$ cat src/hdl/bmp_pkg.sv
// Shared types and constants for the BMP to RGB565 converter.
package bmp_pkg;

  // Coordinate and byte widths
  localparam int COORD_W = 12;
  localparam int BYTE_W = 8;
  localparam int WORD_W = 16;
  localparam int POS_W = 32;

  // Default image dimension limit
  localparam int MAX_DIM_DEF = 4096;

  // Event queue depth between front and back
  localparam int QUEUE_DEPTH = 2;

  // Header byte positions at which a field completes
  localparam logic [POS_W-1:0] POS_SIGNATURE = 32'd1;
  localparam logic [POS_W-1:0] POS_OFFSET = 32'd13;
  localparam logic [POS_W-1:0] POS_WIDTH = 32'd21;
  localparam logic [POS_W-1:0] POS_HEIGHT = 32'd25;
  localparam logic [POS_W-1:0] POS_PLANES = 32'd27;
  localparam logic [POS_W-1:0] POS_BPP = 32'd29;
  localparam logic [POS_W-1:0] POS_COMPRESS = 32'd33;

  // Header constants
  localparam logic [15:0] BMP_SIGNATURE = 16'h4D42;
  localparam logic [15:0] BMP_PLANES = 16'd1;
  localparam logic [15:0] BMP_BPP = 16'd24;
  localparam logic [POS_W-1:0] HDR_LEN = 32'd34;

  // Result kinds
  localparam logic KIND_PIXEL = 1'b0;
  localparam logic KIND_ERROR = 1'b1;

  // Classified event passed from the front to the back
  typedef struct packed {
    logic               kind;
    logic [BYTE_W-1:0]  red;
    logic [BYTE_W-1:0]  green;
    logic [BYTE_W-1:0]  blue;
    logic [COORD_W-1:0] file_row;
    logic [COORD_W-1:0] col;
    logic [COORD_W-1:0] height_m1;
    logic               bottom_up;
    logic               last;
  } bmp_evt_t;

endpackage

$ cat src/hdl/bmp_interfaces.sv
// Byte and pixel stream interfaces of the BMP to RGB565 converter.
interface bmp_byte_if import bmp_pkg::*; ();
  logic              valid;
  logic              ready;
  logic [BYTE_W-1:0] file_byte;
  logic              new_file;

  modport source(output valid, file_byte, new_file, input ready);
  modport sink(input valid, file_byte, new_file, output ready);
endinterface

interface bmp_pix_if import bmp_pkg::*; ();
  logic               valid;
  logic               ready;
  logic               kind;
  logic [WORD_W-1:0]  pixel_word;
  logic [COORD_W-1:0] display_row;
  logic [COORD_W-1:0] display_col;
  logic               last_pixel;

  modport source(output valid, kind, pixel_word, display_row, display_col, last_pixel,
                 input ready);
  modport sink(input valid, kind, pixel_word, display_row, display_col, last_pixel,
               output ready);
endinterface

$ cat src/hdl/bmp_front.sv
// Front part: header parser, offset skip and pixel byte gathering.
module bmp_front import bmp_pkg::*; #(
  parameter int MAX_DIM = MAX_DIM_DEF
) (
  input  logic     clk,
  input  logic     rst,
  bmp_byte_if.sink bytes,
  output logic     evt_valid,
  output bmp_evt_t evt,
  input  logic     evt_ready
);

  typedef enum logic [2:0] {
    PH_HEADER,
    PH_SKIP,
    PH_PIXEL,
    PH_PAD,
    PH_DONE
  } phase_t;

  phase_t             phase, phase_next;
  logic [POS_W-1:0]   byte_position, byte_position_next;
  logic [POS_W-1:0]   field_assembler, field_assembler_next;
  logic [POS_W-1:0]   data_offset, data_offset_next;
  logic [COORD_W-1:0] width_m1, width_m1_next;
  logic [COORD_W-1:0] height_m1, height_m1_next;
  logic               bottom_up, bottom_up_next;
  logic [COORD_W-1:0] file_row, file_row_next;
  logic [COORD_W-1:0] pixel_column, pixel_column_next;
  logic [1:0]         byte_in_pixel, byte_in_pixel_next;
  logic [1:0]         padding_left, padding_left_next;
  logic [BYTE_W-1:0]  blue_hold, blue_hold_next;
  logic [BYTE_W-1:0]  green_hold, green_hold_next;

  logic               accept;
  phase_t             ph;
  logic [POS_W-1:0]   pos;
  logic [POS_W-1:0]   fa_base;
  logic [15:0]        h16;
  logic [POS_W-1:0]   mag;
  logic [POS_W-1:0]   dim_m1;
  logic [1:0]         row_pad;
  logic               err;

  // Stall only when the queue cannot take another event
  assign bytes.ready = evt_ready;
  assign accept = bytes.valid && bytes.ready;

  // A new-file byte is parsed as header byte zero
  assign ph = bytes.new_file ? PH_HEADER : phase;
  assign pos = bytes.new_file ? '0 : byte_position;
  assign fa_base = bytes.new_file ? '0 : field_assembler;
  assign field_assembler_next = {bytes.file_byte, fa_base[POS_W-1:BYTE_W]};
  assign h16 = field_assembler_next[POS_W-1:16];
  assign mag = field_assembler_next[POS_W-1] ? (~field_assembler_next + 32'd1)
                                             : field_assembler_next;
  // Row padding of a 24-bit row is width mod 4
  assign row_pad = width_m1[1:0] + 2'd1;

  // Next-state and event classification
  always_comb begin
    phase_next = phase;
    byte_position_next = byte_position;
    data_offset_next = data_offset;
    width_m1_next = width_m1;
    height_m1_next = height_m1;
    bottom_up_next = bottom_up;
    file_row_next = file_row;
    pixel_column_next = pixel_column;
    byte_in_pixel_next = byte_in_pixel;
    padding_left_next = padding_left;
    blue_hold_next = blue_hold;
    green_hold_next = green_hold;
    evt_valid = 1'b0;
    evt = '0;
    err = 1'b0;
    dim_m1 = '0;
    case (ph)
      PH_HEADER: begin
        phase_next = PH_HEADER;
        byte_position_next = pos + 32'd1;
        file_row_next = '0;
        pixel_column_next = '0;
        byte_in_pixel_next = '0;
        padding_left_next = '0;
        case (pos)
          POS_SIGNATURE: err = (h16 != BMP_SIGNATURE);
          POS_OFFSET: begin
            data_offset_next = field_assembler_next;
            err = (field_assembler_next < HDR_LEN);
          end
          POS_WIDTH: begin
            dim_m1 = field_assembler_next - 32'd1;
            width_m1_next = dim_m1[COORD_W-1:0];
            err = (field_assembler_next == '0) ||
                  (field_assembler_next > POS_W'(MAX_DIM));
          end
          POS_HEIGHT: begin
            dim_m1 = mag - 32'd1;
            height_m1_next = dim_m1[COORD_W-1:0];
            bottom_up_next = !field_assembler_next[POS_W-1];
            err = (mag == '0) || (mag > POS_W'(MAX_DIM));
          end
          POS_PLANES: err = (h16 != BMP_PLANES);
          POS_BPP: err = (h16 != BMP_BPP);
          POS_COMPRESS: begin
            err = (field_assembler_next != '0);
            phase_next = (data_offset == HDR_LEN) ? PH_PIXEL : PH_SKIP;
          end
          default: err = 1'b0;
        endcase
        if (err) begin
          evt_valid = 1'b1;
          evt.kind = KIND_ERROR;
          phase_next = PH_DONE;
        end
      end
      PH_SKIP: begin
        byte_position_next = pos + 32'd1;
        if (byte_position_next == data_offset) begin
          phase_next = PH_PIXEL;
        end
      end
      PH_PIXEL: begin
        case (byte_in_pixel)
          2'd0: begin
            blue_hold_next = bytes.file_byte;
            byte_in_pixel_next = 2'd1;
          end
          2'd1: begin
            green_hold_next = bytes.file_byte;
            byte_in_pixel_next = 2'd2;
          end
          default: begin
            evt_valid = 1'b1;
            evt.kind = KIND_PIXEL;
            evt.red = bytes.file_byte;
            evt.green = green_hold;
            evt.blue = blue_hold;
            evt.file_row = file_row;
            evt.col = pixel_column;
            evt.height_m1 = height_m1;
            evt.bottom_up = bottom_up;
            byte_in_pixel_next = 2'd0;
            if (pixel_column == width_m1) begin
              if (file_row == height_m1) begin
                evt.last = 1'b1;
                phase_next = PH_DONE;
              end else if (row_pad != 2'd0) begin
                padding_left_next = row_pad;
                phase_next = PH_PAD;
              end else begin
                pixel_column_next = '0;
                file_row_next = file_row + 1'b1;
              end
            end else begin
              pixel_column_next = pixel_column + 1'b1;
            end
          end
        endcase
      end
      PH_PAD: begin
        padding_left_next = padding_left - 2'd1;
        if (padding_left_next == 2'd0) begin
          pixel_column_next = '0;
          file_row_next = file_row + 1'b1;
          phase_next = PH_PIXEL;
        end
      end
      default: phase_next = PH_DONE;
    endcase
    // Only an accepted byte produces an event
    if (!accept) begin
      evt_valid = 1'b0;
    end
  end

  // Parser state
  always_ff @(posedge clk) begin
    if (rst) begin
      phase <= PH_HEADER;
      byte_position <= '0;
      field_assembler <= '0;
      file_row <= '0;
      pixel_column <= '0;
      byte_in_pixel <= '0;
      padding_left <= '0;
    end else if (accept) begin
      phase <= phase_next;
      byte_position <= byte_position_next;
      field_assembler <= field_assembler_next;
      file_row <= file_row_next;
      pixel_column <= pixel_column_next;
      byte_in_pixel <= byte_in_pixel_next;
      padding_left <= padding_left_next;
    end
  end

  // Header fields and held colour bytes
  always_ff @(posedge clk) begin
    if (accept) begin
      data_offset <= data_offset_next;
      width_m1 <= width_m1_next;
      height_m1 <= height_m1_next;
      bottom_up <= bottom_up_next;
      blue_hold <= blue_hold_next;
      green_hold <= green_hold_next;
    end
  end

endmodule

$ cat src/hdl/bmp_queue.sv
// Short event queue between the parser and the formatter.
module bmp_queue import bmp_pkg::*; (
  input  logic     clk,
  input  logic     rst,
  input  logic     wr_valid,
  input  bmp_evt_t wr_data,
  output logic     wr_ready,
  output logic     rd_valid,
  output bmp_evt_t rd_data,
  input  logic     rd_ready
);

  localparam int PTR_W = (QUEUE_DEPTH > 1) ? $clog2(QUEUE_DEPTH) : 1;
  localparam int CNT_W = $clog2(QUEUE_DEPTH + 1);

  bmp_evt_t           slots [QUEUE_DEPTH];
  logic [PTR_W-1:0]   wr_ptr;
  logic [PTR_W-1:0]   rd_ptr;
  logic [CNT_W-1:0]   count;
  logic               push;
  logic               pop;

  assign wr_ready = (count != CNT_W'(QUEUE_DEPTH));
  assign rd_valid = (count != '0);
  assign rd_data = slots[rd_ptr];
  assign push = wr_valid && wr_ready;
  assign pop = rd_valid && rd_ready;

  // Pointers and fill count
  always_ff @(posedge clk) begin
    if (rst) begin
      wr_ptr <= '0;
      rd_ptr <= '0;
      count <= '0;
    end else begin
      if (push) begin
        wr_ptr <= (wr_ptr == PTR_W'(QUEUE_DEPTH - 1)) ? '0 : wr_ptr + 1'b1;
      end
      if (pop) begin
        rd_ptr <= (rd_ptr == PTR_W'(QUEUE_DEPTH - 1)) ? '0 : rd_ptr + 1'b1;
      end
      if (push && !pop) begin
        count <= count + 1'b1;
      end else if (pop && !push) begin
        count <= count - 1'b1;
      end
    end
  end

  // Storage
  always_ff @(posedge clk) begin
    if (push) begin
      slots[wr_ptr] <= wr_data;
    end
  end

endmodule

$ cat src/hdl/bmp_back.sv
// Back part: RGB565 packing, row orientation and output register.
module bmp_back import bmp_pkg::*; (
  input  logic       clk,
  input  logic       rst,
  input  logic       evt_valid,
  input  bmp_evt_t   evt,
  output logic       evt_ready,
  bmp_pix_if.source  pixels
);

  logic [WORD_W-1:0]  c565;
  logic [COORD_W-1:0] drow;
  logic               load;

  // Output register frees as soon as its request is taken
  assign evt_ready = !pixels.valid || pixels.ready;
  assign load = evt_valid && evt_ready;

  // 5-6-5 packing and display row
  assign c565 = {evt.red[7:3], evt.green[7:2], evt.blue[7:3]};
  assign drow = evt.bottom_up ? (evt.height_m1 - evt.file_row) : evt.file_row;

  // Output request valid
  always_ff @(posedge clk) begin
    if (rst) begin
      pixels.valid <= 1'b0;
    end else if (evt_ready) begin
      pixels.valid <= evt_valid;
    end
  end

  // Output payload; an error carries zero fields
  always_ff @(posedge clk) begin
    if (load) begin
      pixels.kind <= evt.kind;
      if (evt.kind == KIND_ERROR) begin
        pixels.pixel_word <= '0;
        pixels.display_row <= '0;
        pixels.display_col <= '0;
        pixels.last_pixel <= 1'b0;
      end else begin
        pixels.pixel_word <= {c565[7:0], c565[15:8]};
        pixels.display_row <= drow;
        pixels.display_col <= evt.col;
        pixels.last_pixel <= evt.last;
      end
    end
  end

endmodule

$ cat src/hdl/bmp24_to_rgb565_converter.sv
// Top level of the 24-bit BMP to RGB565 stream converter.
// Takes one file byte per cycle on the bytes channel, parses and checks the 34-byte BMP
// header, skips to the pixel data and emits one byte-swapped RGB565 pixel per three data
// bytes, with its display row (reversed for bottom-up files) and column; a bad header,
// zero size, size above MAX_DIM or data offset below 34 gives a single error request and
// the rest of the file is ignored until a byte marked new_file. Throughput is one byte per
// cycle, set by the parser, which decides every byte combinationally from counters and
// small compares; a result request is registered first in the two-entry event queue and
// then in the output register. The bytes channel stalls only when that queue is full
// because the pixels channel is being held.
module bmp24_to_rgb565_converter import bmp_pkg::*; #(
  parameter int MAX_DIM = MAX_DIM_DEF
) (
  input  logic       clk,
  input  logic       rst,
  bmp_byte_if.sink   bytes,
  bmp_pix_if.source  pixels
);

  logic     fr_valid;
  logic     fr_ready;
  bmp_evt_t fr_evt;
  logic     bk_valid;
  logic     bk_ready;
  bmp_evt_t bk_evt;

  bmp_front #(
    .MAX_DIM(MAX_DIM)
  ) u_front (
    .clk      (clk),
    .rst      (rst),
    .bytes    (bytes),
    .evt_valid(fr_valid),
    .evt      (fr_evt),
    .evt_ready(fr_ready)
  );

  bmp_queue u_queue (
    .clk     (clk),
    .rst     (rst),
    .wr_valid(fr_valid),
    .wr_data (fr_evt),
    .wr_ready(fr_ready),
    .rd_valid(bk_valid),
    .rd_data (bk_evt),
    .rd_ready(bk_ready)
  );

  bmp_back u_back (
    .clk      (clk),
    .rst      (rst),
    .evt_valid(bk_valid),
    .evt      (bk_evt),
    .evt_ready(bk_ready),
    .pixels   (pixels)
  );

endmodule

$ cat src/flat_wrapper.sv
// flat-port wrapper written by rule: the top's interface ports become plain ports
module bmp24_to_rgb565_converter_flat import bmp_pkg::*;
#(
  parameter int MAX_DIM = MAX_DIM_DEF
)
  (clk, rst, bytes_valid, bytes_file_byte, bytes_new_file, bytes_ready, pixels_valid, pixels_kind, pixels_pixel_word, pixels_display_row, pixels_display_col, pixels_last_pixel, pixels_ready);
  bmp_byte_if bytes_i ();
  bmp_pix_if pixels_i ();
  input  logic clk;
  input  logic rst;
  input wire logic [$bits(bytes_i.valid)-1:0] bytes_valid;
  input wire logic [$bits(bytes_i.file_byte)-1:0] bytes_file_byte;
  input wire logic [$bits(bytes_i.new_file)-1:0] bytes_new_file;
  output wire logic [$bits(bytes_i.ready)-1:0] bytes_ready;
  output wire logic [$bits(pixels_i.valid)-1:0] pixels_valid;
  output wire logic [$bits(pixels_i.kind)-1:0] pixels_kind;
  output wire logic [$bits(pixels_i.pixel_word)-1:0] pixels_pixel_word;
  output wire logic [$bits(pixels_i.display_row)-1:0] pixels_display_row;
  output wire logic [$bits(pixels_i.display_col)-1:0] pixels_display_col;
  output wire logic [$bits(pixels_i.last_pixel)-1:0] pixels_last_pixel;
  input wire logic [$bits(pixels_i.ready)-1:0] pixels_ready;
  assign bytes_i.valid = bytes_valid;
  assign bytes_i.file_byte = bytes_file_byte;
  assign bytes_i.new_file = bytes_new_file;
  assign bytes_ready = bytes_i.ready;
  assign pixels_valid = pixels_i.valid;
  assign pixels_kind = pixels_i.kind;
  assign pixels_pixel_word = pixels_i.pixel_word;
  assign pixels_display_row = pixels_i.display_row;
  assign pixels_display_col = pixels_i.display_col;
  assign pixels_last_pixel = pixels_i.last_pixel;
  assign pixels_i.ready = pixels_ready;
  bmp24_to_rgb565_converter #(.MAX_DIM(MAX_DIM)) u_core (.clk(clk), .rst(rst), .bytes(bytes_i), .pixels(pixels_i));
endmodule
$ cat config.mk
export PLATFORM = sky130hd
export DESIGN_NAME = bmp24_to_rgb565_converter_flat
export DESIGN_NICKNAME = d
export VERILOG_FILES = /design/src/hdl/bmp_pkg.sv /design/src/hdl/bmp_interfaces.sv /design/src/hdl/bmp_front.sv /design/src/hdl/bmp_queue.sv /design/src/hdl/bmp_back.sv /design/src/hdl/bmp24_to_rgb565_converter.sv /design/src/flat_wrapper.sv
export SDC_FILE = /design/constraint.sdc
export NUM_CORES = 1
export LEC_CHECK = 0
export BUFFER_PORTS_ARGS = -buffer_cell sky130_fd_sc_hd__buf_2
export CELL_PAD_IN_SITES_DETAIL_PLACEMENT = 1
export CELL_PAD_IN_SITES_GLOBAL_PLACEMENT = 1
export CORE_AREA = 5 5 190 192
export DETAILED_ROUTE_END_ITERATION = 12
export DIE_AREA = 0 0 195 197
export PLACE_DENSITY_LB_ADDON = 0.1
export SKIP_CTS_REPAIR_TIMING = 1
export SYNTH_ARGS = -nofsm -noshare
export SYNTH_HDL_FRONTEND = slang
export SYNTH_SLANG_ARGS = --single-unit
$ cat constraint.sdc
create_clock -name clk -period 6.95 [get_ports clk]
set_input_delay 0.695 -clock clk [delete_from_list [all_inputs] [get_ports clk]]
set_output_delay 0.695 -clock clk [all_outputs]
set_load 0.01 [all_outputs]
### Word-level counts from Yosys, hierarchy flattened

Memory sizes are Yosys's and may differ from the RTL's. A register that Yosys moved wholly into a read port is not among the register bits.
Index checks and enable logic that the tools add are counted.

| word-level totals | value |
|---|---|
| register bits | 215 |
| memory bits (writable) | 126 |
| output and inout port bits | 44 |
| word-level logic and storage cells | 158 |
| memories | 1 |

Memories:

| name | words | width | rd ports | clocked after memory_dff | write ports | line | RTL |
|---|---|---|---|---|---|---|---|
| u_core.u_queue.slots | 2 | 63 | 1 | 1 | 1 | bmp_queue.sv:16 | `bmp_evt_t slots [QUEUE_DEPTH];` |

| cells by class | value |
|---|---|
| add/subtract/negate cells | 13 |
| magnitude comparators | 3 |
| equality and inequality tests | 29 |
| mux-type cells | 53 |
| bitwise logic cells | 1 |
| reduce and logical (&&, ||, !) cells | 36 |

Operators with widths:

| kind | number |
|---|---|
| $mux W12 | 11 |
| $eq A32 B5 Y1 const B | 4 |
| $mux W62 | 2 |
| $mux W32 | 3 |
| $pmux W12 S3 | 2 |
| $add A32 B1 Y32 const B | 2 |
| $eq A32 B6 Y1 const B | 2 |
| $gt A32 B13 Y1 const B | 2 |
| $logic_not A32 Y1 | 2 |
| $eq A32 B1 Y1 const B | 1 |
| $eq A32 B32 Y1 | 1 |
| $eq A32 B4 Y1 const B | 1 |
| $lt A32 B6 Y1 const B | 1 |
| $not A32 Y32 | 1 |
| $reduce_bool A32 Y1 | 1 |
| $add A12 B1 Y12 const B | 2 |
| $eq A12 B12 Y1 | 2 |
| $mux W3 | 8 |
| $sub A12 B1 Y12 const B | 2 |
| $reduce_and A6 Y1 | 3 |
| $mux W2 | 8 |
| $ne A16 B1 Y1 const B | 1 |
| $ne A16 B15 Y1 const B | 1 |
| $ne A16 B5 Y1 const B | 1 |
| 26 further kinds | 71 |

### Logic depth before layout (Yosys ltp)

Gate-level depths: netlist of the first run.

| depth | value |
|---|---|
| depth after elaboration | 16 |
| mapped depth | 21 |
| gate-level depth less buffers | 16 |

### Hierarchy

A second synthesis of the first run with hierarchy kept.

| unflattened totals | value |
|---|---|
| cells, all modules | 1734 |
| area total of the unflattened synthesis | 17730.8 sq um |

Modules (own cells, without submodules):

| module | instances | cells each | area an instance (sq um) |
|---|---|---|---|
| bmp_front | 1 | 1325 | 10706.5 |
| bmp_queue | 1 | 220 | 4765.8 |
| bmp_back | 1 | 189 | 2258.4 |

### Least setup slack after synthesis of the first run

OpenSTA, ideal clock, no wires.

| path | value |
|---|---|
| kind | in2reg |
| from | input port bytes_new_file |
| to | memory u_core.u_queue.slots[0][0] (netlist name), enable pin |
| data arrival time | 5.818 ns |
| data required time | 6.531 ns |
| setup slack | 0.713 ns |
| stages on the path | 17 |
| buffers on the path | 7 |
| cell sequence | clkbuf_1 > buf_2 > buf_2 > buf_1 > clkbuf_1 > clkbuf_1 > clkbuf_1 > nor2b_1 > ha_1 > mux2_2 > and4_1 > nand4_1 > or4b_2 > nor4bb_1 > nor2_1 > o31a_1 > and2_1 |

| on the way | value |
|---|---|
| word-level cells in the longest chain between the ends | 14 |
| elaborated cells on any way between the ends | 34 |

Ends and longest elaborated chain:

| element | line | RTL |
|---|---|---|
| start: declaration | flat_wrapper.sv:13 | `input wire logic [$bits(bytes_i.new_file)-1:0] bytes_new_file;` |
| $mux W32 | bmp_front.sv:52 | `assign fa_base = bytes.new_file ? '0 : field_assembler;` |
| $not A32 Y32 | bmp_front.sv:55 | `assign mag = field_assembler_next[POS_W-1] ? (~field_assembler_next + 32'd1)` |
| $add A32 B1 Y32 | bmp_front.sv:55 |  |
| $mux W32 | bmp_front.sv:55 |  |
| $gt A32 B13 Y1 or $logic_not A32 Y1 (tied branches) | bmp_front.sv:102 | `err = (mag == '0) \|\| (mag > POS_W'(MAX_DIM));` |
| $logic_or A1 B1 Y1 | bmp_front.sv:102 |  |
| $pmux W1 S7 | bmp_front.sv:86 | `case (pos)` |
| $mux W1 | bmp_front.sv:78 | `case (ph)` |
| $mux W1 | bmp_front.sv:112 | `if (err) begin` |
| $pmux W1 S2 (*) | bmp_front.sv:78 |  |
| $mux W1 (*) | bmp_front.sv:173 | `if (!accept) begin` |
| $logic_and A1 B1 Y1 (*) | bmp_queue.sv:26 | `assign push = wr_valid && wr_ready;` |
| named net u_core.u_queue.push | bmp_queue.sv:20 | `logic push;` |
| $mux W1 (*) | bmp_queue.sv:52 | `if (push) begin` |
| $mux W1 (implied by the code) (*) | bmp_queue.sv:53 | `slots[wr_ptr] <= wr_data;` |
| end: declaration | bmp_queue.sv:16 |  |

Mark *: on every way through the listed nets, which the timed path passes. The rest lies on a longest branch. The select of a mux whose other input is x is not followed.

### Final worst setup path of the first run

| path | value |
|---|---|
| from | register u_core.u_front.field_assembler[17] |
| to | memory u_core.u_queue.slots[0][12] (netlist name), enable pin |

| on the way | value |
|---|---|
| word-level cells in the longest chain between the ends | 14 |
| elaborated cells on any way between the ends | 20 |

Ends and longest elaborated chain:

| element | line | RTL |
|---|---|---|
| start: declaration | bmp_front.sv:23 | `logic [POS_W-1:0] field_assembler, field_assembler_next;` |
| start signal: assignment | bmp_front.sv:191 | `field_assembler <= field_assembler_next;` |
| $mux W32 (*) | bmp_front.sv:52 |  |
| $not A32 Y32 | bmp_front.sv:55 |  |
| $add A32 B1 Y32 | bmp_front.sv:55 |  |
| $mux W32 | bmp_front.sv:55 |  |
| $gt A32 B13 Y1 or $logic_not A32 Y1 (tied branches) | bmp_front.sv:102 |  |
| $logic_or A1 B1 Y1 | bmp_front.sv:102 |  |
| $pmux W1 S7 (*) | bmp_front.sv:86 |  |
| $mux W1 (*) | bmp_front.sv:78 |  |
| $mux W1 (*) | bmp_front.sv:112 |  |
| $pmux W1 S2 (*) | bmp_front.sv:78 |  |
| $mux W1 (*) | bmp_front.sv:173 |  |
| $logic_and A1 B1 Y1 (*) | bmp_queue.sv:26 |  |
| named net u_core.u_queue.push | bmp_queue.sv:20 |  |
| $mux W1 (*) | bmp_queue.sv:52 |  |
| $mux W1 (implied by the code) (*) | bmp_queue.sv:53 |  |

Marked as above.

==> results of run 1 <==
## cell usage in the layout (no fill, tap or decap), types with 24 or more instances in the layout
| cell | count |
|---|---|
| edfxtp_1 | 220 |
| nor2_1 | 203 |
| nand2_1 | 138 |
| dfxtp_1 | 92 |
| a21oi_1 | 91 |
| o21ai_0 | 78 |
| xnor2_1 | 70 |
| and3_1 | 57 |
| mux2i_1 | 55 |
| buf_2 | 55 |
| nor2b_1 | 45 |
| nand3_1 | 41 |
| nor3_1 | 40 |
| nand4_1 | 39 |
| nor4_1 | 38 |
| clkbuf_16 | 36 |
| xor2_1 | 35 |
| inv_1 | 34 |
| or3_1 | 24 |
## report_power, final
part / internal (W) / total [W] / switching, W
registers: 0.00219 / 0.00229 / 0.0000933
clock network: 0.00101 / 0.00175 / 0.000746
logic: 0.000415 / 0.00112 / 0.000703
total: 0.00361 / 0.00516 / 0.00154
## through the flow
step / hold slack (ns) / cell area, sq um / worst slack, ns
floorplan: 0.460 / 16800 / 0.713
global placement: 0.479 / 17300 / 2.01
detailed placement: 0.494 / 17300 / 2.01
CTS: 0.514 / 18400 / 2.35
global route: 0.506 / 18400 / 2.07
finish: 0.507 / 18400 / 2.34
## critical path: stages, from the launching register on
cell and delay, ns:
dfxtp_1 0.42, nor4_1 0.88, o211ai_1 0.45, nor4b_1 0.51, mux2i_1 0.24, nand4b_1 0.13, a2111oi_2 0.39, a31oi_1 0.23
o31a_1 0.37, and2_2 0.23, buf_4 0.33
## final cells by class
type,instances,share of cell area (%)
Clock buffer,49,5.22
Multi-Input combinational cell,1235,41.9
Sequential cell,313,46.0
Timing Repair Buffer,77,2.46
Clock inverter,16,0.605
Tap cell,455,3.09
Inverter,36,0.734
## sequential cells by signal, indices dropped and copies added (netlist names), 16 cells and up, named ones only
signal / count
u_core.u_front.field_assembler: 24
u_core.u_front.data_offset: 32
u_core.u_back.pixels.pixel_word: 16
u_core.u_front.byte_position: 32
u_core.u_queue.slots: 110
## cells by family (layout without fill, tap and decap cells)
group,Yosys count,count (layout),synth area share [%]
flip-flops,313,313,50.5
AND/OR/NAND/NOR,729,729,22.5
adder cells (fa/ha/maj),22,22,1.69
multiplexers,73,73,4.54
XOR/XNOR,106,106,5.62
AO/OA/AOI/OAI,305,305,11.5
buffers and inverters,159,178,3.67
## routing by layer
layer  share of wire (%)  vias up  GRT usage [%]
li1                    -     6265              -
met3                 5.2       82           3.71
met5                   0        -              0
met2                  49      359           44.3
met4                 2.4        0           6.21
met1                  43     6551           33.2
## final timing paths
check,startpoint,endpoint,depth (start not counted)
worst max-delay path,u_core.u_front.field_assembler[17]$_SDFFE_PP0P_,u_core.u_queue.slots[0][12]$_DFFE_PP_,10
worst min-delay path,u_core.u_front.padding_left[1]$_SDFFE_PP0P_,u_core.u_front.padding_left[1]$_SDFFE_PP0P_,2
worst max register to register,u_core.u_front.field_assembler[17]$_SDFFE_PP0P_,u_core.u_queue.slots[0][12]$_DFFE_PP_,10
worst min register to register,u_core.u_front.padding_left[1]$_SDFFE_PP0P_,u_core.u_front.padding_left[1]$_SDFFE_PP0P_,2
==> impl_metrics.sql, run 1 <==
INSERT INTO impl_metrics (metric_group, metric, value, unit) VALUES
('status', 'status', 'complete, no violations', ''),
('setup_path', 'timing.critical_path.to_type', 'flop', ''),
('synthesis', 'synth_cell_types', '78', ''),
('synthesis', 'postSynthRegisterBits', '313', ''),
('timing', 'rsz0062_at_grt', 'no', ''),
('synthesis', 'yosysWarningCount', '0', ''),
('setup_path', 'ff_to_ff_setup_slack', '2.34', 'ns'),
('synthesis', 'post-synth-top-count-cell', 'edfxtp_1', ''),
('place', 'finalWeightedCongestion', '0.902', ''),
('finish', 'finish.utilization', '53.8', '%'),
('die', 'die_height', '197', 'um'),
('finish', 'post_layout_nonfiller_instances', '2181', ''),
('detailed_routing', 'avgRoutedWirePerCell', '22.7', 'um'),
('timing', 'max_slew.worst_pin.slew', '1.07', 'ns'),
('place', 'place_inst', '2116', ''),
('place', 'detailed_place_hpwl', '34.7', 'mm'),
('die', 'placementRows', '68', ''),
('timing', 'timing.setup.tns', '0', 'ns'),
('global_routing', 'grt_pass1_vias', '13500', ''),
('setup_path', 'crit_path_dat', '4.79', 'ns'),
('detailed_routing', 'post_route_drc_violation_count', '0', ''),
('die', 'core_region_area', '0.0342', 'sq mm'),
('finish', 'register_area', '0.00847', 'sq mm'),
('clock_tree', 'clockRootBuffer', 'clkbuf_16', ''),
('clock_tree', 'clk-insertion-delay-late', '0.54', 'ns'),
('job', 'drv_cap', '0', ''),
('timing', 'slew_violations', '0', ''),
('synthesis', 'synth_area_leaders', 'edfxtp_1, dfxtp_1, nor2_1', ''),
('setup_path', 'worst-setup-path-type', 'reg2reg', ''),
('setup_path', 'crit_path_start_kind', 'flop', ''),
('clock_tree', 'cts_tree', 'done', ''),
('synthesis', 'seq_area_frac_synth', '50.5', '%'),
('worst_hold_path', 'min-delay-path-class', 'reg2reg', ''),
('timing', 'timing.final.crit_period', '4.61', 'ns'),
('power', 'ir_worst_vdd', '194', 'uV'),
('synthesis', 'postSynthCellCount', '1707', ''),
('power', 'power.total', '0.00516', 'W'),
('finish', 'nets', '1734', ''),
('power', 'power.density_cell_area', '280', 'mW/mm^2'),
('detailed_routing', 'wl', '49.6', 'mm'),
('finish', 'num-fill-cells', '3834', ''),
('detailed_routing', 'drt_first_iter_violations', '965', ''),
('setup_path', 'worst_ep_required_time', '7.13', 'ns'),
('synthesis', 'post-synth-top-area-fraction', '39.4', '%'),
('synthesis', 'synth.avg_cell_area', '9.82', 'sq um'),
('finish', 'area_growth_syn_to_layout', '9.74', '%'),
('finish', 'multi_input_gate_area_in_the_final_layout', '0.00770', 'sq mm'),
('power', 'power.static_leakage', '6.24', 'nW'),
('global_routing', 'largest_net_degree_at_the_start_of_global_routing', '158', ''),
('global_routing', 'gr-total-overflow', '0', ''),
('clock_tree', 'cts.htree.levels', '2', ''),
('synthesis', 'synth.largest_area_cell', 'edfxtp_1', ''),
('timing', 'worst_slew_margin_rel', '27.7', '%'),
('synthesis', 'async_reset_ff_share', '0', '%'),
('finish', 'fraction_of_final_layout_cells_sized_beyond_drive_strength_1', '9.68', '%'),
('finish', 'diodes', '0', ''),
('detailed_routing', 'drtAntennaViolNets', '0', ''),
('synthesis', 'synth_enable_flop_cells', '220', ''),
('timing', 'max_freq', '217', 'MHz'),
('synthesis', 'synthesized_net_count', '1742', ''),
('global_routing', 'overall_track_demand_over_capacity_in_global_routing', '25.2', '%'),
('timing', 'fin_crit_sh', '66.3', '%'),
('die', 'horizontal_extent_of_the_die', '195', 'um'),
('timing', 'timing_hold_violations_final', '0', ''),
('clock_tree', 'path_clk_slew', '0.06', 'ns'),
('clock_tree', 'clock_tree_buffer_depth', '3', ''),
('synthesis', 'ys.flop_type', 'edfxtp_1', ''),
('global_routing', 'grt_first_pass_wirelength', '78.1', 'mm'),
('die', 'pin_count', '57', ''),
('detailed_routing', 'via_per_inst', '6.08', ''),
('die', 'die_area', '0.0384', 'sq mm'),
('place', 'portBuffers', '56', ''),
('global_routing', 'initial_antenna_violation_count', '0', ''),
('detailed_routing', 'detailedRoute.firstPassIterationCount', '5', ''),
('detailed_routing', 'route.vias.total', '13300', ''),
('clock_tree', 'tritoncts_sinks', '313', ''),
('synthesis', 'syn-cell-area', '0.0168', 'sq mm'),
('die', 'initial_core_util', '49.0', '%'),
('clock_tree', 'cts-buffers-inserted', '36', ''),
('setup_path', 'worst-path-max-fanout', '55', ''),
('synthesis', 'post_synth_most_frequent_cells', 'edfxtp_1, nor2_1, nand2_1, clkbuf_1, dfxtp_1', ''),
('timing', 'finalSetupViolations', '0', ''),
('timing', 'worst_clock_skew', '0.0249', 'ns');
(Power assumes the default switching activity.)
==> run 2: changes to the inputs <==
Clock period 6.95 ns to 4.4 ns, I/O delays scaled along.
==> run 2 against run 1 <==
Maximum frequency rose by 8.2%. Die area unchanged. Routed wire length rose by 6.5%. Critical path depth is 3 higher. Sequential cell count unchanged. Sequential share of layout area is 2.1 points lower. Clock power rose by 65%. Total power is 62% higher. Global-route usage is 1.7 points higher. Non-clock buffer count grew 99. Register-to-register slack got worse by 2.2 ns. Count of clock-buffer cells in the layout stayed put. Critical path type unchanged. Largest power group unchanged.
==> impl_metrics.sql, run 2 (synthesis gave the netlist of run 1 again) <==
INSERT INTO impl_metrics (metric_group, metric, value, unit) VALUES
('finish', 'diodes', '0', ''),
('power', 'p_sw_share', '30.2', '%'),
('place', 'detailed_place_hpwl', '37.9', 'mm'),
('setup_path', 'worst_path_max_delay_cell', 'or4_1', ''),
('clock_tree', 'cts.htree.levels', '2', ''),
('power', 'clock_power_share', '34.4', '%'),
('global_routing', 'largest_net_degree_at_the_start_of_global_routing', '94', ''),
('detailed_routing', 'drt_first_iter_violations', '900', ''),
('global_routing', 'initial_antenna_violation_count', '0', ''),
('setup_path', 'crit_path_dat', '4.72', 'ns'),
('die', 'initial_core_util', '49.0', '%'),
('setup_path', 'slowest_delay', '0.56', 'ns'),
('setup_path', 'path_cells', 'or4_1 > buf_4 > nor4_4 > nand3b_1 > mux2_4 > or4_4 > a2111oi_2 > buf_4 > a31oi_2 > o31a_1 > ha_1 > or3_1 > a21oi_1', ''),
('setup_path', 'timing.rr.start', 'u_core.u_front.field_assembler[10]$_SDFFE_PP0P_', ''),
('finish', 'largest_register_ff_count', '110', ''),
('power', 'combPwrFrac', '22.8', '%'),
('timing', 'worst_clock_skew', '0.0203', 'ns'),
('detailed_routing', 'route.vias.total', '13800', ''),
('timing', 'finalSetupViolations', '0', ''),
('finish', 'fraction_of_final_layout_cells_sized_beyond_drive_strength_1', '15.4', '%'),
('place', 'finalWeightedCongestion', '0.977', ''),
('detailed_routing', 'post_route_drc_violation_count', '0', ''),
('finish', 'finish.utilization', '56.4', '%'),
('detailed_routing', 'drtAntennaViolNets', '0', ''),
('finish', 'layout_commonest_cell', 'edfxtp_1', ''),
('timing', 'max_slew.worst_pin.slew', '0.913', 'ns'),
('finish', 'area_growth_syn_to_layout', '15.1', '%'),
('worst_hold_path', 'min-delay-path-class', 'in2reg', ''),
('worst_hold_path', 'startpoint_of_the_worst_hold_path', 'pixels_ready', ''),
('finish', 'mostFrequentLayoutCells', 'edfxtp_1, nor2_1, nand2_1', ''),
('timing', 'max_freq', '235', 'MHz'),
('setup_path', 'timing.critical_path.to_type', 'flop', ''),
('setup_path', 'worst_path_most_repeated_cell', 'buf_4', ''),
('power', 'power.static_leakage', '6.77', 'nW'),
('setup_path', 'worst_ep_required_time', '4.86', 'ns'),
('detailed_routing', 'wirelength_met1', '21.9', 'mm'),
('detailed_routing', 'dr_wl_met2', '26.5', 'mm'),
('detailed_routing', 'wl', '52.8', 'mm'),
('die', 'die_area', '0.0384', 'sq mm'),
('timing', 'slew_violations', '0', ''),
('power', 'p_switching', '0.00253', 'W'),
('place', 'placed_cell_area', '0.0182', 'sq mm'),
('finish', 'reg.largest.list', 'u_core.u_queue.slots (110), u_core.u_front.byte_position (32), u_core.u_front.data_offset (32)', ''),
('finish', 'nets', '1833', ''),
('finish', 'regMostFlops', 'u_core.u_queue.slots', ''),
('die', 'die_height', '197', 'um'),
('global_routing', 'grt_first_pass_wirelength', '82.7', 'mm'),
('finish', 'layout.cell_area.non_filler', '0.0193', 'sq mm'),
('timing', 'timing_hold_violations_final', '0', ''),
('power', 'internal_power', '0.00585', 'W'),
('clock_tree', 'cts_tree', 'done', ''),
('setup_path', 'worst-setup-path-type', 'reg2reg', ''),
('timing', 'timing.final.crit_period', '4.26', 'ns'),
('clock_tree', 'cts-buffers-inserted', '36', ''),
('timing', 'timing.setup.tns', '0', 'ns'),
('clock_tree', 'clk-insertion-delay-late', '0.54', 'ns'),
('detailed_routing', 'met3_wirelength', '2.66', 'mm'),
('clock_tree', 'clock_tree_buffer_depth', '3', ''),
('global_routing', 'grt_pass1_vias', '14500', ''),
('clock_tree', 'tritoncts_sinks', '313', ''),
('setup_path', 'crit_start', 'u_core.u_front.field_assembler[10]$_SDFFE_PP0P_', ''),
('detailed_routing', 'top_layer', 'met4', ''),
('detailed_routing', 'via_per_inst', '6.07', ''),
('timing', 'fin_crit_sh', '96.8', '%'),
('die', 'pin_count', '57', ''),
('global_routing', 'gr-total-overflow', '0', ''),
('clock_tree', 'path_clk_slew', '0.06', 'ns'),
('detailed_routing', 'avgRoutedWirePerCell', '23.1', 'um'),
('setup_path', 'cp_num_buf_inv', '2', ''),
('place', 'portBuffers', '56', ''),
('status', 'status', 'complete, no violations', ''),
('timing', 'worst_slew_margin_rel', '39.1', '%'),
('die', 'placementRows', '68', ''),
('timing', 'rsz0062_at_grt', 'no', ''),
('job', 'drv_cap', '0', ''),
('clock_tree', 'clockRootBuffer', 'clkbuf_16', ''),
('global_routing', 'overall_track_demand_over_capacity_in_global_routing', '26.9', '%'),
('power', 'p_seq_share', '42.7', '%'),
('setup_path', 'crit_path_start_kind', 'flop', ''),
('power', 'ir_worst_vdd', '299', 'uV'),
('detailed_routing', 'detailedRoute.firstPassIterationCount', '5', ''),
('setup_path', 'worst-path-max-fanout', '5', ''),
('setup_path', 'cp_top_family', 'simple AND/OR/NAND/NOR gates', ''),
('die', 'horizontal_extent_of_the_die', '195', 'um'),
('die', 'core_region_area', '0.0342', 'sq mm'),
('power', 'power.density_cell_area', '434', 'mW/mm^2');
-- run 2: worst paths after layout --
path                                                                    end  slack (ns)  cells after the start
worst max-delay path                   u_core.u_queue.count[1]$_SDFFE_PP0P_        0.14                     13
worst min-delay path                u_core.u_back.pixels.valid$_SDFFE_PP0N_        0.25                      3
worst max register to register         u_core.u_queue.count[1]$_SDFFE_PP0P_        0.14                     13
worst min register to register  u_core.u_front.padding_left[1]$_SDFFE_PP0P_        0.52                      2
-- run 2: metrics by stage --
| step | std cells | hold WS [ns] | setup slack (ns) | power (W) |
|---|---|---|---|---|
| 2_1_floorplan | 1707 | 0.460 | 0.00160 | 0.00489 |
| 3_3_place_gp | 2215 | 0.478 | 0.164 | 0.00546 |
| 3_5_place_dp | 2215 | 0.510 | 0.155 | 0.00556 |
| 4_1_cts | 2281 | 0.245 | 0.115 | 0.00846 |
| 5_1_grt | 2281 | 0.247 | 0.0204 | 0.00878 |
| 6_report | 2281 | 0.252 | 0.140 | 0.00837 |
-- run 2: cell type report --
cell class | instances | area (sq um)
multi-input combinational | 1235 | 7780
timing repair buffer | 176 | 1210
inverter | 36 | 135
tap | 455 | 569
fill | 3810 | 14900
sequential | 313 | 8470
clock inverter | 17 | 141
clock buffer | 49 | 990
-- run 2: power by group through the flow --
stage | clock network [W] | registers (W) | logic [W]
floorplan | 0 | 0.00368 | 0.00121
global placement | 0 | 0.00363 | 0.00183
detailed placement | 0 | 0.00364 | 0.00191
CTS | 0.00294 | 0.00358 | 0.00194
global route | 0.00308 | 0.00361 | 0.00210
finish | 0.00288 | 0.00358 | 0.00191
-- run 2: tightest hold or removal path, stage by stage --
cell      delay (ns)
buf_2           0.08
nand2b_1        0.11
a21oi_1         0.09
-- run 2: per-layer routing --
| metal | GRT usage (%) | vias to the layer above |
|---|---|---|
| met5 | 0 | - |
| met4 | 8.74 | 0 |
| met3 | 3.86 | 113 |
| met2 | 47.9 | 376 |
| met1 | 34.0 | 6896 |
| li1 | - | 6456 |
==> run 3: changes to the inputs <==
Settings changed: CORE_AREA 5 5 190 192 to 5 5 188 190, CTS_BUF_LIST set to sky130_fd_sc_hd__clkbuf_8, DIE_AREA 0 0 195 197 to 0 0 193 195.
==> run 3 against run 2 <==
Combinational power is essentially flat. Global-route usage grew 0.37 points. Total power shrank 2.5%. Cell count grew 0.70%. Routed wire length shrank 1.1%. Count of clock-buffer cells in the layout grew 6. Register-to-register slack gained 0.098 ns. Die area shrank 2.0%. Sequential cell count is the same. Sequential share of layout area grew 0.24 points. Clock power shrank 6.9%. Worst hold slack lost 0.082 ns.
==> impl_metrics.sql, run 3 (synthesis gave the netlist of run 1 again) <==
INSERT INTO impl_metrics (metric_group, metric, value, unit) VALUES
('status', 'status', 'complete, no violations', ''),
('setup_path', 'timing.critical_path.to_type', 'flop', ''),
('finish', 'fraction_of_final_layout_cells_sized_beyond_drive_strength_1', '15.9', '%'),
('setup_path', 'crit_path_dat', '4.70', 'ns'),
('finish', 'layout_commonest_cell', 'edfxtp_1', ''),
('die', 'die_area', '0.0376', 'sq mm'),
('finish', 'register_area', '0.00847', 'sq mm'),
('finish', 'nets', '1841', ''),
('timing', 'timing.final.crit_period', '4.16', 'ns'),
('worst_hold_path', 'holdPathStages', '3', ''),
('setup_path', 'timing.rr.start', 'u_core.u_front.field_assembler[10]$_SDFFE_PP0P_', ''),
('detailed_routing', 'detailedRoute.firstPassIterationCount', '5', ''),
('detailed_routing', 'avgRoutedWirePerCell', '22.7', 'um'),
('clock_tree', 'clockRootBuffer', 'clkbuf_8', ''),
('timing', 'fin_crit_sh', '94.6', '%'),
('detailed_routing', 'via_per_inst', '6.05', ''),
('detailed_routing', 'route.vias.total', '13900', ''),
('worst_hold_path', 'startpoint_of_the_worst_hold_path', 'pixels_ready', ''),
('setup_path', 'r2r_cells', '12', ''),
('detailed_routing', 'wl', '52.2', 'mm'),
('finish', 'mostFrequentLayoutCells', 'edfxtp_1, nor2_1, nand2_1', ''),
('finish', 'largest_register_ff_count', '110', ''),
('die', 'core_region_area', '0.0333', 'sq mm'),
('finish', 'area_growth_syn_to_layout', '14.4', '%'),
('finish', 'multi_input_gate_area_in_the_final_layout', '0.00777', 'sq mm'),
('timing', 'slew_violations', '0', ''),
('clock_tree', 'cts_tree', 'done', ''),
('detailed_routing', 'drtAntennaViolNets', '0', ''),
('worst_hold_path', 'min-delay-path-class', 'in2reg', ''),
('global_routing', 'gr-total-overflow', '0', ''),
('place', 'detailed_place_hpwl', '38.1', 'mm'),
('power', 'ir_worst_vdd', '277', 'uV'),
('finish', 'diodes', '0', ''),
('die', 'die_height', '195', 'um'),
('die', 'initial_core_util', '50.4', '%'),
('detailed_routing', 'post_route_drc_violation_count', '0', ''),
('setup_path', 'reg2reg_to', 'u_core.u_queue.count[1]$_SDFFE_PP0P_', ''),
('worst_hold_path', 'hold_path_end', 'u_core.u_back.pixels.valid$_SDFFE_PP0N_', ''),
('place', 'finalWeightedCongestion', '0.927', ''),
('place', 'portBuffers', '56', ''),
('timing', 'timing.setup.tns', '0', 'ns'),
('die', 'placementRows', '67', ''),
('timing', 'max_freq', '240', 'MHz'),
('power', 'power.total', '0.00817', 'W'),
('clock_tree', 'tritoncts_sinks', '313', ''),
('power', 'power.density_cell_area', '426', 'mW/mm^2'),
('die', 'pin_count', '57', ''),
('global_routing', 'grt_pass1_vias', '14300', ''),
('job', 'drv_cap', '0', ''),
('timing', 'timing_hold_violations_final', '0', ''),
('timing', 'rsz0062_at_grt', 'no', ''),
('timing', 'max_slew.worst_pin.slew', '0.928', 'ns'),
('clock_tree', 'clk-insertion-delay-late', '0.64', 'ns'),
('setup_path', 'crit_path_start_kind', 'flop', ''),
('clock_tree', 'cts.htree.levels', '2', ''),
('global_routing', 'largest_net_degree_at_the_start_of_global_routing', '66', ''),
('clock_tree', 'clock_tree_buffer_depth', '3', ''),
('clock_tree', 'path_clk_slew', '0.06', 'ns'),
('finish', 'num-fill-cells', '3708', ''),
('timing', 'worst_clock_skew', '0.0354', 'ns'),
('setup_path', 'ff_to_ff_setup_slack', '0.24', 'ns'),
('timing', 'worst_slew_margin_rel', '37.7', '%'),
('timing', 'finalSetupViolations', '0', ''),
('clock_tree', 'cts-buffers-inserted', '51', ''),
('global_routing', 'initial_antenna_violation_count', '0', ''),
('setup_path', 'worst_ep_required_time', '4.94', 'ns'),
('global_routing', 'grt_first_pass_wirelength', '80.9', 'mm'),
('setup_path', 'worst-setup-path-type', 'reg2reg', ''),
('detailed_routing', 'drt_first_iter_violations', '844', ''),
('finish', 'regMostFlops', 'u_core.u_queue.slots', ''),
('finish', 'reg.largest.list', 'u_core.u_queue.slots (110), u_core.u_front.byte_position (32), u_core.u_front.data_offset (32)', ''),
('global_routing', 'overall_track_demand_over_capacity_in_global_routing', '27.3', '%'),
('setup_path', 'worst-path-max-fanout', '3', ''),
('die', 'horizontal_extent_of_the_die', '193', 'um'),
('power', 'power.static_leakage', '6.79', 'nW');
## run 3: changes by cell type in the layout (fill, tap and decap cells not counted), sizes merged
cell,delta
clkbuf,+6
buf,-7
inv,+11
clkinv,+9
bufinv,+4
## run 3: worst max path at each step
stage	from	end	slack (ns)	cells past startpoint
after floorplan	bytes_new_file	u_core.u_front.phase[1]$_SDFFE_PP0P_	0.002	19
after global placement	u_core.u_front.field_assembler[10]$_SDFFE_PP0P_	u_core.u_queue.count[1]$_SDFFE_PP0P_	0.37	12
after detailed placement	u_core.u_front.field_assembler[10]$_SDFFE_PP0P_	u_core.u_queue.count[1]$_SDFFE_PP0P_	0.31	12
after CTS	u_core.u_front.field_assembler[10]$_SDFFE_PP0P_	u_core.u_queue.count[1]$_SDFFE_PP0P_	0.22	12
after global routing	u_core.u_front.field_assembler[10]$_SDFFE_PP0P_	u_core.u_queue.count[1]$_SDFFE_PP0P_	0.05	13
final	u_core.u_front.field_assembler[10]$_SDFFE_PP0P_	u_core.u_queue.count[1]$_SDFFE_PP0P_	0.24	12
## run 3: layer usage
| layer | wire length, um | GRT usage, % |
|---|---|---|
| met2 | 26000 | 47.2 |
| met3 | 2480 | 3.55 |
| met1 | 21900 | 34.8 |
| met4 | 1870 | 10.5 |
| met5 | 0 | 0 |
## run 3: metrics by stage
| stage | hold WS [ns] | setup slack (ns) | cell area (sq um) | cells | utilization [%] |
|---|---|---|---|---|---|
| after global placement | 0.480 | 0.374 | 18100 | 2201 | 54.4 |
| after CTS | 0.125 | 0.223 | 19200 | 2297 | 57.7 |
| final | 0.170 | 0.238 | 19200 | 2297 | 57.7 |
| after detailed placement | 0.507 | 0.308 | 18100 | 2201 | 54.4 |
| after global routing | 0.155 | 0.0500 | 19200 | 2297 | 57.7 |
| after floorplan | 0.460 | 0.00160 | 16900 | 1707 | - |
## run 3: area by class of cell
class / instances / area share [%]
multi-input cells: 1235 / 40.5
repair buffers: 169 / 6.09
clock inverters: 41 / 1.69
well taps: 448 / 2.92
clock buffers: 55 / 3.95
flip-flops and latches: 313 / 44.1
inverters: 36 / 0.704
## run 3: critical path, cell delays in order (launching register included)
cell	delay [ns]
dfxtp_1	0.31
or4_1	0.63
nor4_4	0.30
nand3b_1	0.13
mux2_4	0.32
or4_4	0.53
a2111oi_2	0.30
buf_4	0.18
a31oi_1	0.16
o31a_1	0.33
ha_1	0.33
or3_1	0.38
a21oi_1	0.18
## run 3: power by group
group / switching, W / internal, W
registers: 0.000107 / 0.00346
clock network: 0.00122 / 0.00146
logic: 0.00119 / 0.000726
